## src/hw/rtl/sse_pkg.sv

```systemverilog
// shared types, codes and constants of the stereo spatial effect core
// no dependencies

package sse_pkg;

    localparam int SMP_W       = 16;
    localparam int POS_W       = 12;
    localparam int AMT_W       = 9;
    localparam int MODE_W      = 3;
    localparam int ADDR_X_W    = 13;
    localparam int PROD_W      = 40;
    localparam int XF_GAIN_W   = 23;
    localparam int RM_GAIN_W   = 22;
    localparam int RM_OFS_W    = 11;
    localparam int IN_TDATA_W  = 48;
    localparam int OUT_TDATA_W = 32;
    localparam int CFG_ADDR_W  = 4;
    localparam int CFG_DATA_W  = 32;
    localparam int REG_IDX_W   = 2;
    localparam int SH_W        = 5;

    localparam logic [MODE_W-1:0] MODE_NONE      = 3'd0;
    localparam logic [MODE_W-1:0] MODE_HEADPHONE = 3'd1;
    localparam logic [MODE_W-1:0] MODE_SPK_A     = 3'd2;
    localparam logic [MODE_W-1:0] MODE_SPK_B     = 3'd3;
    localparam logic [MODE_W-1:0] MODE_SPK_C     = 3'd4;
    localparam logic [MODE_W-1:0] MODE_CUSTOM    = 3'd5;

    localparam logic [REG_IDX_W-1:0] REG_MODE   = 2'd0;
    localparam logic [REG_IDX_W-1:0] REG_HP_EN  = 2'd1;
    localparam logic [REG_IDX_W-1:0] REG_XF_STR = 2'd2;
    localparam logic [REG_IDX_W-1:0] REG_ROOM   = 2'd3;

    localparam logic [AMT_W-1:0] AMT_MAX   = 9'd256;
    localparam logic [AMT_W-1:0] AMT_RESET = 9'd128;

    localparam logic [14:0] XF_COEF     = 15'd19661;
    localparam logic [13:0] RM_COEF     = 14'd13107;
    localparam logic [12:0] EMP_COEF    = 13'd6554;
    localparam logic [14:0] ST_COEF     = 15'd22938;
    localparam logic [10:0] RM_OFS_COEF = 11'd2000;
    localparam int          RM_OFS_SH   = 8;

    localparam logic [SH_W-1:0] SH_16 = 5'd16;
    localparam logic [SH_W-1:0] SH_24 = 5'd24;
    localparam logic [SH_W-1:0] SH_25 = 5'd25;

    typedef logic signed [SMP_W-1:0]  t_smp;
    typedef logic signed [PROD_W-1:0] t_prod;

    typedef struct packed {
        logic load;
        logic clear;
        logic xf_rd;
        logic xf_mul;
        logic xf_add;
        logic xf_half;
        logic emp_mul;
        logic emp_add;
        logic rm_rd;
        logic rm_mul;
        logic rm_add;
        logic out_load;
    } t_cmd;

    typedef struct packed {
        logic clear_last;
    } t_stat;

    typedef struct packed {
        logic [MODE_W-1:0] mode;
        logic              hp_en;
        logic              xf_on;
        logic              rm_on;
    } t_cfg;

    // round half up, then drop k bits
    function automatic t_prod rnd(input t_prod v, input logic [SH_W-1:0] k);
        t_prod half;
        half = t_prod'(1) <<< (k - 5'd1);
        return (v + half) >>> k;
    endfunction

    function automatic t_smp sat16(input t_prod v);
        if (v > t_prod'(32767)) begin
            return 16'sh7fff;
        end else if (v < -t_prod'(32768)) begin
            return 16'sh8000;
        end
        return v[SMP_W-1:0];
    endfunction

    function automatic logic [AMT_W-1:0] clamp_amt(input logic [AMT_W-1:0] v);
        return (v > AMT_MAX) ? AMT_MAX : v;
    endfunction

endpackage

```

## src/hw/rtl/sse_ctrl.sv

```systemverilog
// sequencer of the effect core: one-hot state machine issuing datapath commands
// uses sse_pkg command, status and config structs

module sse_ctrl (
    input  logic           i_clk,
    input  logic           i_rst_n,
    input  sse_pkg::t_cfg  i_cfg,
    input  logic           i_in_valid,
    output logic           o_in_ready,
    input  logic           i_out_free,
    input  sse_pkg::t_stat i_stat,
    output sse_pkg::t_cmd  o_cmd
);
    import sse_pkg::*;

    typedef enum logic [12:0] {
        ST_CLEAR   = 13'b0000000000001,
        ST_IDLE    = 13'b0000000000010,
        ST_AGEN0   = 13'b0000000000100,
        ST_AGEN1   = 13'b0000000001000,
        ST_XF_RD   = 13'b0000000010000,
        ST_XF_MUL  = 13'b0000000100000,
        ST_XF_ADD  = 13'b0000001000000,
        ST_EMP_MUL = 13'b0000010000000,
        ST_EMP_ADD = 13'b0000100000000,
        ST_RM_RD   = 13'b0001000000000,
        ST_RM_MUL  = 13'b0010000000000,
        ST_RM_ADD  = 13'b0100000000000,
        ST_DONE    = 13'b1000000000000
    } t_state;

    t_state r_state;
    t_state n_state;

    assign o_in_ready = (r_state == ST_IDLE);

    always_ff @(posedge i_clk) begin
        if (!i_rst_n) begin
            r_state <= ST_CLEAR;
        end else begin
            r_state <= n_state;
        end
    end

    always_comb begin
        n_state       = r_state;
        o_cmd         = '0;
        o_cmd.xf_half = (i_cfg.mode == MODE_CUSTOM);
        case (r_state)
            ST_CLEAR: begin
                o_cmd.clear = 1'b1;
                if (i_stat.clear_last) begin
                    n_state = ST_IDLE;
                end
            end
            ST_IDLE: begin
                o_cmd.load = i_in_valid;
                if (i_in_valid) begin
                    case (i_cfg.mode)
                        MODE_NONE: begin
                            n_state = ST_DONE;
                        end
                        MODE_HEADPHONE: begin
                            if (!i_cfg.hp_en) begin
                                n_state = ST_DONE;
                            end else if (i_cfg.xf_on) begin
                                n_state = ST_XF_RD;
                            end else begin
                                n_state = ST_EMP_MUL;
                            end
                        end
                        MODE_SPK_A, MODE_SPK_B, MODE_SPK_C: begin
                            n_state = i_cfg.rm_on ? ST_AGEN0 : ST_DONE;
                        end
                        MODE_CUSTOM: begin
                            if (i_cfg.xf_on) begin
                                n_state = ST_XF_RD;
                            end else if (i_cfg.rm_on) begin
                                n_state = ST_AGEN0;
                            end else begin
                                n_state = ST_DONE;
                            end
                        end
                        default: begin
                            n_state = ST_DONE;
                        end
                    endcase
                end
            end
            ST_AGEN0: begin
                n_state = ST_AGEN1;
            end
            ST_AGEN1: begin
                n_state = ST_RM_RD;
            end
            ST_XF_RD: begin
                o_cmd.xf_rd = 1'b1;
                n_state     = ST_XF_MUL;
            end
            ST_XF_MUL: begin
                o_cmd.xf_mul = 1'b1;
                n_state      = ST_XF_ADD;
            end
            ST_XF_ADD: begin
                o_cmd.xf_add = 1'b1;
                if (i_cfg.mode == MODE_HEADPHONE) begin
                    n_state = ST_EMP_MUL;
                end else if (i_cfg.rm_on) begin
                    n_state = ST_RM_RD;
                end else begin
                    n_state = ST_DONE;
                end
            end
            ST_EMP_MUL: begin
                o_cmd.emp_mul = 1'b1;
                n_state       = ST_EMP_ADD;
            end
            ST_EMP_ADD: begin
                o_cmd.emp_add = 1'b1;
                n_state       = ST_DONE;
            end
            ST_RM_RD: begin
                o_cmd.rm_rd = 1'b1;
                n_state     = ST_RM_MUL;
            end
            ST_RM_MUL: begin
                o_cmd.rm_mul = 1'b1;
                n_state      = ST_RM_ADD;
            end
            ST_RM_ADD: begin
                o_cmd.rm_add = 1'b1;
                n_state      = ST_DONE;
            end
            ST_DONE: begin
                if (i_out_free) begin
                    o_cmd.out_load = 1'b1;
                    n_state        = ST_IDLE;
                end
            end
            default: begin
                n_state = ST_CLEAR;
            end
        endcase
    end

endmodule

```

## config.mk

```make
export PLATFORM = sky130hd
export DESIGN_NAME = sse_ctrl
export DESIGN_NICKNAME = d
export VERILOG_FILES = /design/src/hw/rtl/sse_pkg.sv /design/src/hw/rtl/sse_ctrl.sv
export SDC_FILE = /design/constraint.sdc
export NUM_CORES = 1
export LEC_CHECK = 0
export BUFFER_PORTS_ARGS = -buffer_cell sky130_fd_sc_hd__buf_2
export CAP_MARGIN = 20
export CORE_MARGIN = 5
export CORE_UTILIZATION = 40
export DETAILED_ROUTE_END_ITERATION = 8
export PLACE_DENSITY = 0.66
export SLEW_MARGIN = 20
export SYNTH_ARGS = -nofsm -noshare
export SYNTH_HDL_FRONTEND = slang
export SYNTH_SLANG_ARGS = --single-unit
```

## constraint.sdc

```tcl
create_clock -name i_clk -period 2.5 [get_ports i_clk]
set_input_delay 0.375 -clock i_clk [delete_from_list [all_inputs] [get_ports i_clk]]
set_output_delay 0.375 -clock i_clk [all_outputs]
set_load 0.03 [all_outputs]
```

==> flow_summary.yaml <==
outcome:
  status: "finished clean"
global_route:
  grt_max_degree: 10
  gr-total-overflow: 0
  grt.total_usage: 0.143
  grt_pass1_vias: 848
  antenna_found_initial: 0
  grt_pass1_wl_um: 3840
worst_setup_path:
  reg2reg_depth: 4
  startpoint_type: "flop"
  crit_arrival_ps: 1960
  startpoint: "r_state[1]"
  rr_startpoint: "r_state[1]"
  critPathCaptureType: "primary output"
  critPathKind: "flop to primary output"
  crit_fanout: 8
  critPathRequiredTime_ps: 2120
clock_network:
  cts_made_buffers: 3
  cts_setup_buffers: 0
  ctsRootBufferMaster: "clkbuf_4"
  cts_hold_buf: 0
  cts_tree: "done"
  clock-sinks: 13
  clk_latency_ps: 280
  post_cts_resized: 0
  cts.clk_slew.worst_paths_ps: 80
  cts.path.max_buffers: 2
  h-tree-depth: 1
finish:
  largest_register: "r_state"
  largest_register_ffs: 13
  final_net_count: 151
  fin_cells: 169
  fillers: 252
  reg.largest.list: "r_state: 13 flops"
  drive_gt1_frac: 0.309
  seq_area_um2: 260
  diodes: 0
  design_area_um2: 1120
  multi_input_area_um2: 653
  postLayoutCoreUtil: 0.460
  syn2layout_area_growth_pct: 11.2
yosys:
  ys_warn_count: 0
  synth_edf_count: 0
  netlist_area_um2: 1010
  netlist_top_cells_count: "nor2_1 (16), dfxtp_1 (13), nand2_1 (6)"
  yosys_register_bits: 13
  synth_area_leaders: "dfxtp_1 (26%), nor2_1 (6.0%), nor4b_1 (3.5%)"
  synth_top_area_cell: "dfxtp_1"
  synth_top_area_share: 0.259
  synth.distinct_cells: 48
  syn_inst: 116
  avgSynthCellArea_um2: 8.67
  syn_nets: 127
  seq_area_frac_synth: 0.259
  async_reset_ff_frac: 0
  yosysMostFrequentCell: "nor2_1"
  yosys_most_used_dff: "dfxtp_1"
worst_hold_path:
  worstHoldPathType: "input port to flop"
  hold_path.startpoint: "i_cfg[1]"
  holdPathStages: 3
sta:
  rsz0062_at_grt: "no"
  final_max_slew_viol_count: 0
  min_period_ps: 2340
  final-hold-violation-count: 0
  finalCritPeriodShare: 0.935
  hold-worst-slack_ps: 362
  setup_slack_ps: 163
  setup_violations: 0
  relSlewSlack: 0.672
  finalClockSkew_ps: 4.33
  fin_tns_setup_ps: 0
  worstMarginPinSlew_ps: 484
  fmax_mhz: 428
place:
  dp.cells: 165
  place_ws_ps: 503
  dp_hpwl_um: 1870
  place_area_um2: 1090
  numPortBuffers: 23
  gp_congestion: 0.912
pwr:
  p_total_mw: 0.529
  peakVddDrop_mv: 0.246
  p_leak_nw: 0.487
  powerDensity_nw_per_um2: 473
drt:
  viasPerCell: 5.65
  drc: 0
  drtAntennaViolNets: 0
  wirelength_um: 2390
  drt-pass1-iter-count: 4
  wire_per_inst_um: 14.2
  dr.first_iter.drc_count: 31
  vias: 955
die:
  fp-row-count: 18
  core_um2: 2430
  die_x_um: 60.2
  fp.dieH_um: 60.2
  start_util: 0.414
  io_pins: 24
  dieArea_um2: 3620
flow_run:
  maxCapViolations: 0
==> kinds of logic after synthesis <==
family | count (synthesis) | synth area share
AO/OA/AOI/OAI | 21 | 0.169
XOR/XNOR | 4 | 0.0348
buffers and inverters | 10 | 0.0920
flip-flops | 13 | 0.259
AND/OR/NAND/NOR | 68 | 0.445
==> critical path, stage by stage, from the launching register on <==
cell	delay, ps
dfxtp_1	380
or4_1	590
nor4_1	290
and3_1	220
buf_2	200
==> worst paths after layout <==
check | endpoint | slack [ps]
max reg2reg | r_state[12] | 680
min reg2reg | r_state[10] | 580
max | o_cmd[8] | 160
min | r_state[4] | 360
==> layer usage <==
layer | vias to the layer above | share of wire | GRT usage
met4 | 0 | 0.013 | 0.0759
met5 | - | 0 | 0
li1 | 474 | - | -
met2 | 29 | 0.48 | 0.233
met3 | 3 | 0.065 | 0.0324
met1 | 449 | 0.44 | 0.173
==> placed cells by master, fill, tap and decap left out, types with 2 or more instances in the layout <==
cell type  instances
a211oi_1           2
a21oi_1            4
nor4b_1            4
nand3b_1           2
or3_4              2
nor3_4             2
xnor2_1            2
nor3_1             3
inv_1              4
nor3b_1            4
nand2b_1           3
nor2_1            16
o21ai_0            4
and2_1             4
nor4_1             3
nand2_1            6
clkbuf_4           3
xor2_1             2
nand3_1            5
dfxtp_1           13
and3_1             2
buf_2             23
==> power breakdown <==
part	leakage, nW	switching, mW	internal (mW)	total, mW
clock	0.0150	0.0744	0.0620	0.136
combinational	0.366	0.0970	0.0667	0.164
sequential	0.105	0.0140	0.215	0.229
==> final cells by class <==
cell class                 instances  share of cell area
clock buffer                       4              0.0235
inverter                           5              0.0168
multi-input combinational         93               0.584
sequential                        13               0.233
tap                               30              0.0336
timing repair buffer              24               0.110
No activity file was read; power rests on OpenSTA's default activity.
